==> src/hw/rtl/rfd_pkg.sv <==
// Shared types and constants for the run-length frame decoder.
// Used by every module of the block; depends on nothing else.
`timescale 1ns / 1ps
`default_nettype none

package rfd_pkg;

    localparam int DISPLAY_BYTES_DEFAULT = 512;

    localparam int BYTE_W   = 8;
    localparam int ADDR_W   = 14;
    localparam int LEN_W    = 7;
    localparam int SUM_W    = ADDR_W + 1;

    localparam logic [BYTE_W-1:0] LITERAL_FLAG = 8'h80;
    localparam logic [BYTE_W-1:0] INDEX_MAX    = 8'hFF;

    typedef enum logic [1:0] {
        PH_LENGTH  = 2'd0,
        PH_HEADER  = 2'd1,
        PH_REPEAT  = 2'd2,
        PH_LITERAL = 2'd3
    } phase_t;

    typedef struct packed {
        logic [BYTE_W-1:0] pixel_byte;
        logic [ADDR_W-1:0] start_address;
        logic [LEN_W-1:0]  run_length;
        logic              frame_end;
        logic              past_display;
    } run_t;

endpackage

`default_nettype wire

==> src/hw/rtl/rfd_in_reg.sv <==
// Input register of the run-length frame decoder: holds one code word.
// Depends on rfd_pkg.
`timescale 1ns / 1ps
`default_nettype none

module rfd_in_reg
    import rfd_pkg::*;
(
    input  wire logic              clk,
    input  wire logic              rst_n,
    input  wire logic              code_valid,
    output logic                   code_stall,
    input  wire logic [BYTE_W-1:0] code_byte,
    input  wire logic              take,
    output logic                   held_valid,
    output logic [BYTE_W-1:0]      held_byte
);

    logic              valid_reg;
    logic              valid_next;
    logic [BYTE_W-1:0] byte_reg;

    assign code_stall = valid_reg && !take;
    assign valid_next = code_stall ? valid_reg : code_valid;

    always_ff @(posedge clk or negedge rst_n)
    begin
        if (!rst_n)
        begin
            valid_reg <= 1'b0;
        end
        else
        begin
            valid_reg <= valid_next;
        end
    end

    always_ff @(posedge clk)
    begin
        if (!code_stall && code_valid)
        begin
            byte_reg <= code_byte;
        end
    end

    assign held_valid = valid_reg;
    assign held_byte  = byte_reg;

endmodule

`default_nettype wire

==> src/hw/rtl/rfd_core.sv <==
// Decode state and run computation of the run-length frame decoder.
// Depends on rfd_pkg.
`timescale 1ns / 1ps
`default_nettype none

module rfd_core
    import rfd_pkg::*;
#(
    parameter int DISPLAY_BYTES = DISPLAY_BYTES_DEFAULT
)
(
    input  wire logic              clk,
    input  wire logic              rst_n,
    input  wire logic              fire,
    input  wire logic [BYTE_W-1:0] code_byte,
    output logic                   emit,
    output run_t                   run
);

    localparam logic [SUM_W-1:0] DISPLAY_LIMIT = SUM_W'(DISPLAY_BYTES);

    phase_t            phase_reg;
    phase_t            phase_next;
    logic [BYTE_W-1:0] frame_length_reg;
    logic [BYTE_W-1:0] frame_length_next;
    logic [BYTE_W-1:0] consumed_reg;
    logic [BYTE_W-1:0] consumed_next;
    logic [LEN_W-1:0]  literals_reg;
    logic [LEN_W-1:0]  literals_next;
    logic [LEN_W-1:0]  repeat_reg;
    logic [LEN_W-1:0]  repeat_next;
    logic [ADDR_W-1:0] cursor_reg;
    logic [ADDR_W-1:0] cursor_next;

    logic [BYTE_W-1:0] consumed_inc;
    logic              done_inc;
    logic [LEN_W-1:0]  literals_dec;
    logic [LEN_W-1:0]  run_len;
    logic [BYTE_W-1:0] run_pix;
    logic [ADDR_W-1:0] run_start;
    logic [SUM_W-1:0]  run_sum;
    logic              run_end;

    assign consumed_inc = (consumed_reg == INDEX_MAX) ? INDEX_MAX : consumed_reg + 8'd1;
    assign done_inc     = consumed_inc >= frame_length_reg;
    assign literals_dec = literals_reg - 7'd1;

    // Run descriptor for whatever this word produces.
    always_comb
    begin
        emit      = 1'b0;
        run_pix   = '0;
        run_len   = '0;
        run_start = cursor_reg;
        run_end   = 1'b0;
        unique case (phase_reg)
            PH_LENGTH:
            begin
                run_start = '0;
                run_end   = 1'b1;
                emit      = fire && (code_byte <= 8'd1);
            end
            PH_HEADER:
            begin
                run_end = 1'b1;
                emit    = fire && (code_byte == LITERAL_FLAG) && done_inc;
            end
            PH_REPEAT:
            begin
                run_pix = code_byte;
                run_len = repeat_reg;
                run_end = done_inc;
                emit    = fire;
            end
            PH_LITERAL:
            begin
                run_pix = code_byte;
                run_len = 7'd1;
                run_end = (literals_dec == '0) && done_inc;
                emit    = fire;
            end
            default:
            begin
                emit = 1'b0;
            end
        endcase
    end

    assign run_sum = {1'b0, run_start} + SUM_W'(run_len);

    assign run.pixel_byte    = run_pix;
    assign run.start_address = run_start;
    assign run.run_length    = run_len;
    assign run.frame_end     = run_end;
    assign run.past_display  = run_sum > DISPLAY_LIMIT;

    always_comb
    begin
        phase_next        = phase_reg;
        frame_length_next = frame_length_reg;
        consumed_next     = consumed_reg;
        literals_next     = literals_reg;
        repeat_next       = repeat_reg;
        cursor_next       = cursor_reg;
        if (fire)
        begin
            unique case (phase_reg)
                PH_LENGTH:
                begin
                    frame_length_next = code_byte;
                    consumed_next     = 8'd1;
                    literals_next     = '0;
                    repeat_next       = '0;
                    cursor_next       = '0;
                    phase_next        = (code_byte <= 8'd1) ? PH_LENGTH : PH_HEADER;
                end
                PH_HEADER:
                begin
                    consumed_next = consumed_inc;
                    if ((code_byte & LITERAL_FLAG) != '0)
                    begin
                        literals_next = code_byte[LEN_W-1:0];
                        if (code_byte[LEN_W-1:0] == '0)
                        begin
                            phase_next = done_inc ? PH_LENGTH : PH_HEADER;
                        end
                        else
                        begin
                            phase_next = PH_LITERAL;
                        end
                    end
                    else
                    begin
                        repeat_next = code_byte[LEN_W-1:0];
                        phase_next  = PH_REPEAT;
                    end
                end
                PH_REPEAT:
                begin
                    consumed_next = consumed_inc;
                    cursor_next   = run_sum[ADDR_W-1:0];
                    phase_next    = done_inc ? PH_LENGTH : PH_HEADER;
                end
                PH_LITERAL:
                begin
                    consumed_next = consumed_inc;
                    literals_next = literals_dec;
                    cursor_next   = run_sum[ADDR_W-1:0];
                    if (literals_dec == '0)
                    begin
                        phase_next = done_inc ? PH_LENGTH : PH_HEADER;
                    end
                end
                default:
                begin
                    phase_next = PH_LENGTH;
                end
            endcase
        end
    end

    always_ff @(posedge clk or negedge rst_n)
    begin
        if (!rst_n)
        begin
            phase_reg        <= PH_LENGTH;
            frame_length_reg <= '0;
            consumed_reg     <= '0;
            literals_reg     <= '0;
            repeat_reg       <= '0;
            cursor_reg       <= '0;
        end
        else
        begin
            phase_reg        <= phase_next;
            frame_length_reg <= frame_length_next;
            consumed_reg     <= consumed_next;
            literals_reg     <= literals_next;
            repeat_reg       <= repeat_next;
            cursor_reg       <= cursor_next;
        end
    end

endmodule

`default_nettype wire

==> src/hw/rtl/rfd_out_reg.sv <==
// Output register of the run-length frame decoder: holds one run word.
// Depends on rfd_pkg.
`timescale 1ns / 1ps
`default_nettype none

module rfd_out_reg
    import rfd_pkg::*;
(
    input  wire logic clk,
    input  wire logic rst_n,
    input  wire logic load,
    input  run_t      run_in,
    output logic      room,
    output logic      run_valid,
    input  wire logic run_stall,
    output run_t      run_out
);

    logic valid_reg;
    logic valid_next;
    run_t run_reg;

    assign room = !valid_reg || !run_stall;

    always_comb
    begin
        valid_next = valid_reg;
        if (room)
        begin
            valid_next = load;
        end
    end

    always_ff @(posedge clk or negedge rst_n)
    begin
        if (!rst_n)
        begin
            valid_reg <= 1'b0;
        end
        else
        begin
            valid_reg <= valid_next;
        end
    end

    always_ff @(posedge clk)
    begin
        if (room && load)
        begin
            run_reg <= run_in;
        end
    end

    assign run_valid = valid_reg;
    assign run_out   = run_reg;

endmodule

`default_nettype wire

==> src/hw/rtl/rle_frame_run_decoder.sv <==
// Top level of the run-length frame decoder: input register, decode core and
// output register. Depends on rfd_pkg, rfd_in_reg, rfd_core and rfd_out_reg.
//
// The code channel (code_valid, code_stall, code_byte) takes one word of the
// encoded frame stream per accepted cycle: a frame length, a run header or a
// data byte. The run channel (run_valid, run_stall and the run fields) gives
// one word per data byte, plus an empty run where a frame ends without one.
// Headers and length bytes of frames that do not end there give no word.
// A code word is accepted whenever code_valid is high and code_stall is low.
// It is held in the input register and is decoded into the output register as
// soon as that register has room. One code word is taken every cycle while the
// run side keeps up.
// When run_stall holds a waiting run word, decoding halts and the input
// register fills, after which code_stall rises; no word is lost.
// Reset clears both registers and returns the decoder to expecting a frame
// length with the display cursor at zero.
`timescale 1ns / 1ps
`default_nettype none

module rle_frame_run_decoder
    import rfd_pkg::*;
#(
    parameter int DISPLAY_BYTES = DISPLAY_BYTES_DEFAULT
)
(
    input  wire logic              clk,
    input  wire logic              rst_n,
    input  wire logic              code_valid,
    output logic                   code_stall,
    input  wire logic [BYTE_W-1:0] code_byte,
    output logic                   run_valid,
    input  wire logic              run_stall,
    output logic [BYTE_W-1:0]      pixel_byte,
    output logic [ADDR_W-1:0]      start_address,
    output logic [LEN_W-1:0]       run_length,
    output logic                   frame_end,
    output logic                   past_display
);

    logic              held_valid;
    logic [BYTE_W-1:0] held_byte;
    logic              room;
    logic              fire;
    logic              emit;
    run_t              run_new;
    run_t              run_out;

    assign fire = held_valid && room;

    rfd_in_reg u_in_reg (
        .clk        (clk),
        .rst_n      (rst_n),
        .code_valid (code_valid),
        .code_stall (code_stall),
        .code_byte  (code_byte),
        .take       (fire),
        .held_valid (held_valid),
        .held_byte  (held_byte)
    );

    rfd_core #(
        .DISPLAY_BYTES (DISPLAY_BYTES)
    ) u_core (
        .clk       (clk),
        .rst_n     (rst_n),
        .fire      (fire),
        .code_byte (held_byte),
        .emit      (emit),
        .run       (run_new)
    );

    rfd_out_reg u_out_reg (
        .clk       (clk),
        .rst_n     (rst_n),
        .load      (emit),
        .run_in    (run_new),
        .room      (room),
        .run_valid (run_valid),
        .run_stall (run_stall),
        .run_out   (run_out)
    );

    assign pixel_byte    = run_out.pixel_byte;
    assign start_address = run_out.start_address;
    assign run_length    = run_out.run_length;
    assign frame_end     = run_out.frame_end;
    assign past_display  = run_out.past_display;

endmodule

`default_nettype wire
==> config.mk <==
export PLATFORM = sky130hd
export DESIGN_NAME = rle_frame_run_decoder
export DESIGN_NICKNAME = d
export VERILOG_FILES = /design/src/hw/rtl/rfd_pkg.sv /design/src/hw/rtl/rfd_in_reg.sv /design/src/hw/rtl/rfd_core.sv /design/src/hw/rtl/rfd_out_reg.sv /design/src/hw/rtl/rle_frame_run_decoder.sv
export SDC_FILE = /design/constraint.sdc
export NUM_CORES = 1
export LEC_CHECK = 0
export BUFFER_PORTS_ARGS = -buffer_cell sky130_fd_sc_hd__clkbuf_2
export CAP_MARGIN = 0
export CORE_MARGIN = 10
export CORE_UTILIZATION = 30
export CTS_CLUSTER_SIZE = 40
export DETAILED_ROUTE_END_ITERATION = 7
export GPL_ROUTABILITY_DRIVEN = 0
export HOLD_SLACK_MARGIN = 0.1
export MAX_ROUTING_LAYER = met4
export PLACE_DENSITY = 0.47
export RECOVER_POWER = 50
export SETUP_SLACK_MARGIN = 0.3
export SLEW_MARGIN = 15
export SYNTH_ARGS = -nofsm -noshare
export SYNTH_HDL_FRONTEND = slang
export SYNTH_SLANG_ARGS = --single-unit
==> constraint.sdc <==
create_clock -name clk -period 3.8 [get_ports clk]
set_clock_uncertainty 0.2 [all_clocks]
set_input_delay 0.95 -clock clk [delete_from_list [all_inputs] [get_ports clk]]
set_output_delay 0.95 -clock clk [all_outputs]
set_load 0.02 [all_outputs]
Yosys cells after proc, flatten, opt, wreduce, memory -nomap -nowiden
Cells that the tools add are included.
{ "totals": {"regBits": 87, "input_bits": 12, "output_inout_bits": 33} }
{ "op_classes": {"n_addsub": 3, "order_cmp": 3, "eq_ne": 8, "n_mux": 17, "n_reduce_logical": 27} }
{ "op_table": {"columns": ["operator", "n"], "rows": [
  ["$pmux 14 s2", 1],
  ["$pmux 7 s2", 2],
  ["$pmux 7 s3", 1],
  ["$eq 8x8->1 const B", 2],
  ["$pmux 8 s2", 1],
  ["$add 14x7->15", 1],
  ["$gt 15x10->1 const B", 1],
  ["$logic_not 7->1", 2],
  ["$mux 14", 1],
  ["$mux 7", 2],
  ["$add 8x1->8 const B", 1],
  ["$ge 8x8->1", 1],
  ["$le 8x1->1 const B", 1],
  ["$logic_and 1x1->1", 8],
  ["$mux 8", 1],
  ["$pmux 2 s4", 1],
  ["$sub 7x1->7 const B", 1],
  ["$mux 2", 3],
  ["$pmux 1 s3", 2],
  ["$reduce_and 2->1", 3],
  ["$reduce_and 3->1", 2],
  ["$eq 2x2->1 const B", 2],
  ["$logic_not 1->1", 4],
  ["$ne 2x2->1 const B", 2],
  ["9 further kinds", 12]
]} }

Longest topological paths before layout
{ "depth": {"word_depth": 7, "mapped_depth": 13, "mapped_depth_nobuf": 12} }

Modules after synthesis
A second synthesis with hierarchy kept.
{ "hier_totals": {"hier_cells": 413, "hier_area_um2": 4496.8} }
{ "by_module_without_submodules": {"columns": ["mod", "instances", "cells_per_inst", "area_each_um2", "seq_area_each_um2"], "rows": [
  ["rfd_core", 1, 364, 3214.3, 1151.1],
  ["rfd_out_reg", 1, 35, 978.4, 955.9],
  ["rfd_in_reg", 1, 13, 297.8, 265.3],
  ["rle_frame_run_decoder", 1, 1, 6.3, 0.0]
]} }

Worst setup path after synthesis
Ideal clock, no wire load.
{ "synth_path": {"path_type": "register -> register", "start": "register u_core.consumed_reg[0]", "end": "register u_out_reg.run_reg (netlist bit u_out_reg.run_out[0]) (enable)", "arrival_ps": 3064, "t_required_ps": 3201, "setup_slack_ps": 138, "stages_incl_launch_ff": 14, "path_buffers": 1, "period_less_slack_ps": 3662, "path_cell_list": "dfrtp_1 -> ha_1 -> and3_1 -> nand2_1 -> or2_1 -> clkbuf_1 -> and2_1 -> ha_1 -> nand2b_1 -> a211oi_1 -> o21ai_1 -> a221oi_1 -> o21ai_1 -> and2_1"} }
{ "synth_between": {"elab_chain_cells": 6} }
{ "synth_lines": {"columns": ["element", "line", "text"], "rows": [
  ["start: declaration", "rfd_core.sv:26", "logic [BYTE_W-1:0] consumed_reg;"],
  ["start signal: assignment", "rfd_core.sv:177", "consumed_reg <= consumed_next;"],
  ["$add 8x1->8 / $eq 8x8->1 (equally long branches)", "rfd_core.sv:44", "assign consumed_inc = (consumed_reg == INDEX_MAX) ? INDEX_MAX : consumed_reg + 8'd1;"],
  ["$mux 8 (*)", "rfd_core.sv:44", null],
  ["$ge 8x8->1 (*)", "rfd_core.sv:45", "assign done_inc = consumed_inc >= frame_length_reg;"],
  ["$logic_and 1x1->1 (*)", "rfd_core.sv:66", "emit = fire && (code_byte == LITERAL_FLAG) && done_inc;"],
  ["$pmux 1 s3 (*)", "rfd_core.sv:56", "unique case (phase_reg)"],
  ["$logic_and 1x1->1 (*)", "rfd_out_reg.sv:48", "if (room && load)"],
  ["end signal: assignment", "rfd_out_reg.sv:50", "run_reg <= run_in;"],
  ["end: declaration", "rfd_out_reg.sv:21", "run_t run_reg;"]
]} }
Every way passes the cells marked *; elsewhere a longest branch is shown, timed or not.
A chain may end at the register's enable or synchronous reset.

==> metrics <==
status=complete, but fails checks; failing checks=capacitance limit, slew limit; Filler cells=1,482; mux cell area share after synthesis=0.0312; CORE AREA=14,700 um^2; H-tree levels=3; Detailed Place HPWL=8050 um; post-synthesis simple-gate area fraction=0.167; Final min period=3.43 ns; Synth top area share=0.265; GRT overflow=0; Mapped Area=4540 um^2; DIE AREA=20,400 um^2; RSZ-0062 raised after global routing=no; # hold bufs at CTS=0; Unique masters post-synth=55; worst-case clock buffer depth=2; top_reg_cell synth=dfrtp_1; Synth Area in Adders=0.0541; Initial Util=0.309; Die Wd=143 um; drt wl/cell=16.6 um; final WL=11,100 um; xor and xnor area share after synthesis=0.0212; layout cells sized above 1=0.175; Synth Area in Compound Gates=0.169; Fin. Hold Viols=0; number of enable flip-flop cells after synthesis=39; hold depth=2; synth top area cells=dfrtp_1 (26%), edfxtp_1 (26%), ha_1 (5.0%); die height=143 um; Post-DRT Antenna Nets=0; first-pass GRT wire length=18,100 um; DRT Pass-1 Iters=4; Yosys reg bits=87; slew at the pin closest to its max-slew limit=1.53 ns; R2R cell count=10; largest family of logic cells by synthesized area=compound AO/OA/AOI/OAI gates; Slew headroom=-0.0169; cell count after synthesis=432; synth warn=0; clock latency on the worst-skew pair=0.35 ns; largest net degree at the start of global routing=32; # nets final=512; area of the multi-input gates=2040 um^2; reg2reg start=u_core.phase_reg[1]$_DFFE_PN0P_; f_max=292 MHz; # DRC=0; CP arrival=3.30 ns; Top Ports=45; Hold WC Path Type=reg -> reg; Reg clk slew, reported paths=0.06 ns; Sink Count=87; number of global-route vias before repair=3,433; P&R area growth vs syn=16.5%; Net Count, Synth=463; clock tree root buffer cell=clkbuf_16; reg2reg end=u_out_reg.run_out[0]$_DFFE_PP_; syn_area_per_cell=10.5 um^2; DRT iter0 DRCs=204; area leader, netlist=dfrtp_1; Setup crit end kind=register; TNS Setup=0 ns; Hold Crit Start=u_core.cursor_reg[6]$_DFFE_PN0P_; sequential share of the synthesized area=0.523; GRT Overall Usage=0.117; max FFs per register=31; CTS tree=done; row count=44; max cap viols=1; register area=2380 um^2; hold slack=0.280 ns; Max Slew Vio Count=27; Vias/cell=5.04; Startpoint Class=register; R2R Setup Slk=0.37 ns; initial antenna violation count=0; final setup vio count=0; kind of critical path=reg -> reg; Pwr Density=677 nW/um^2; CP max FO=7; worst vdd ir=0.000241 V; CTS Buf Count=9; PortBufs=44; LEAKAGE=2.23 nW; Async SR Flop Fraction=0.552; vias=3,370; n_diodes=0; Worst Hold Endpoint=u_core.cursor_reg[6]$_DFFE_PN0P_; fin crit share=0.902; CP required=3.67 ns
-- power breakdown --
group | switching [W] | total, W | internal (W) | leakage [nW]
sequential | 0.000180 | 0.00145 | 0.00127 | 0.990
clock | 0.000354 | 0.000788 | 0.000435 | 0.121
combinational | 0.000821 | 0.00134 | 0.000523 | 1.12
-- repair_timing --
action | CTS | global route
pin swaps | 0 | 5
endpoints found under the setup margin | 31 | 32
resized for setup | 1 | 10
setup buffers | 0 | 3
-- synthesized netlist by cell type (9+ instances only) --
master,instances
dfrtp_1,48
nand2_1,41
edfxtp_1,39
nor2_1,31
and2_1,28
o21ai_0,24
a21oi_1,20
ha_1,18
inv_1,18
clkbuf_1,16
o21ai_1,16
a22o_1,14
nand3_1,11
mux2_2,9
-- metal layers --
layer | global-route usage | wire (um) | vias to the layer above
met5 | - | 0 | -
met4 | 0.0478 | 195 | 0
met3 | 0.0282 | 457 | 14
met2 | 0.180 | 5380 | 52
met1 | 0.143 | 5050 | 1647
li1 | - | - | 1657
-- worst max-delay path by stage --
stage / startpoint / slack, ns / cells after the start / to
4_1_cts: u_core.consumed_reg[0]$_DFFE_PN0P_ / 0.32 / 13 / u_out_reg.run_out[13]$_DFFE_PP_
2_1_floorplan: u_core.phase_reg[1]$_DFFE_PN0P_ / 0.33 / 13 / u_out_reg.run_out[0]$_DFFE_PP_
6_report: u_core.phase_reg[1]$_DFFE_PN0P_ / 0.37 / 10 / u_out_reg.run_out[0]$_DFFE_PP_
5_1_grt: u_core.phase_reg[0]$_DFFE_PN0P_ / 0.13 / 10 / u_out_reg.run_out[0]$_DFFE_PP_
3_5_place_dp: u_core.consumed_reg[0]$_DFFE_PN0P_ / 0.21 / 13 / u_out_reg.run_out[13]$_DFFE_PP_
3_3_place_gp: u_core.consumed_reg[0]$_DFFE_PN0P_ / 0.30 / 13 / u_out_reg.run_out[13]$_DFFE_PP_
-- logic make-up after synthesis --
kind of cell	Yosys count
compound gates	113
buf+inv	38
xor+xnor	11
fa+ha+maj	19
mux	13
flops	87
simple gates	151
-- through the flow --
| step | power, W | area [um^2] | worst slack [ns] | cells | utilization |
|---|---|---|---|---|---|
| final | 0.00358 | 5280 | 0.372 | 669 | 0.359 |
| after global routing | 0.00388 | 5280 | 0.126 | 669 | 0.359 |
| after CTS | 0.00358 | 5250 | 0.318 | 666 | 0.357 |
| after detailed placement | 0.00277 | 5000 | 0.213 | 651 | 0.340 |
| after global placement | 0.00276 | 5000 | 0.297 | 651 | 0.340 |
| after floorplan | 0.00235 | 4540 | 0.332 | 432 | - |
-- final cells by class --
type | instances | share of cell area
clock buffers | 12 | 0.0448
clock inverters | 3 | 0.00237
inverters | 18 | 0.0128
multi-input cells | 307 | 0.387
flip-flops and latches | 87 | 0.450
well taps | 184 | 0.0436
repair buffers | 58 | 0.0599
-- cell usage in the layout, fill, tap and decap left out, types with 3 or more instances in the layout --
| cell | instances |
|---|---|
| nand4_1 | 3 |
| or4_1 | 4 |
| a21o_1 | 4 |
| dfrtp_2 | 3 |
| edfxtp_1 | 39 |
| a21oi_1 | 20 |
| ha_1 | 17 |
| o2111ai_1 | 3 |
| a22oi_1 | 5 |
| a22o_1 | 14 |
| clkbuf_2 | 36 |
| nand3_1 | 11 |
| inv_1 | 18 |
| clkbuf_1 | 14 |
| nor2_1 | 31 |
| xnor2_1 | 5 |
| o21ai_0 | 24 |
| a31oi_1 | 4 |
| o21ai_1 | 15 |
| o21a_1 | 4 |
| buf_4 | 10 |
| mux2i_1 | 4 |
| nand2b_1 | 5 |
| a211oi_2 | 3 |
| xor2_1 | 6 |
| nand2_1 | 42 |
| clkbuf_16 | 9 |
| and3_1 | 4 |
| mux2_2 | 9 |
| dfrtp_1 | 45 |
| and2_0 | 22 |
| nor3_1 | 7 |
| and2_1 | 5 |
-- worst max-delay path, cell delays in order, from the launching register on --
cell and delay, ns:
dfrtp_2 0.43, or2_0 0.36, and2_0 0.24, ha_1 0.22, fa_2 0.37, a21o_1 0.19
a221oi_2 0.30, xor2_1 0.24, o2111ai_1 0.16, o41ai_2 0.34, nand3_1 0.10
(Power assumes the default switching activity.)
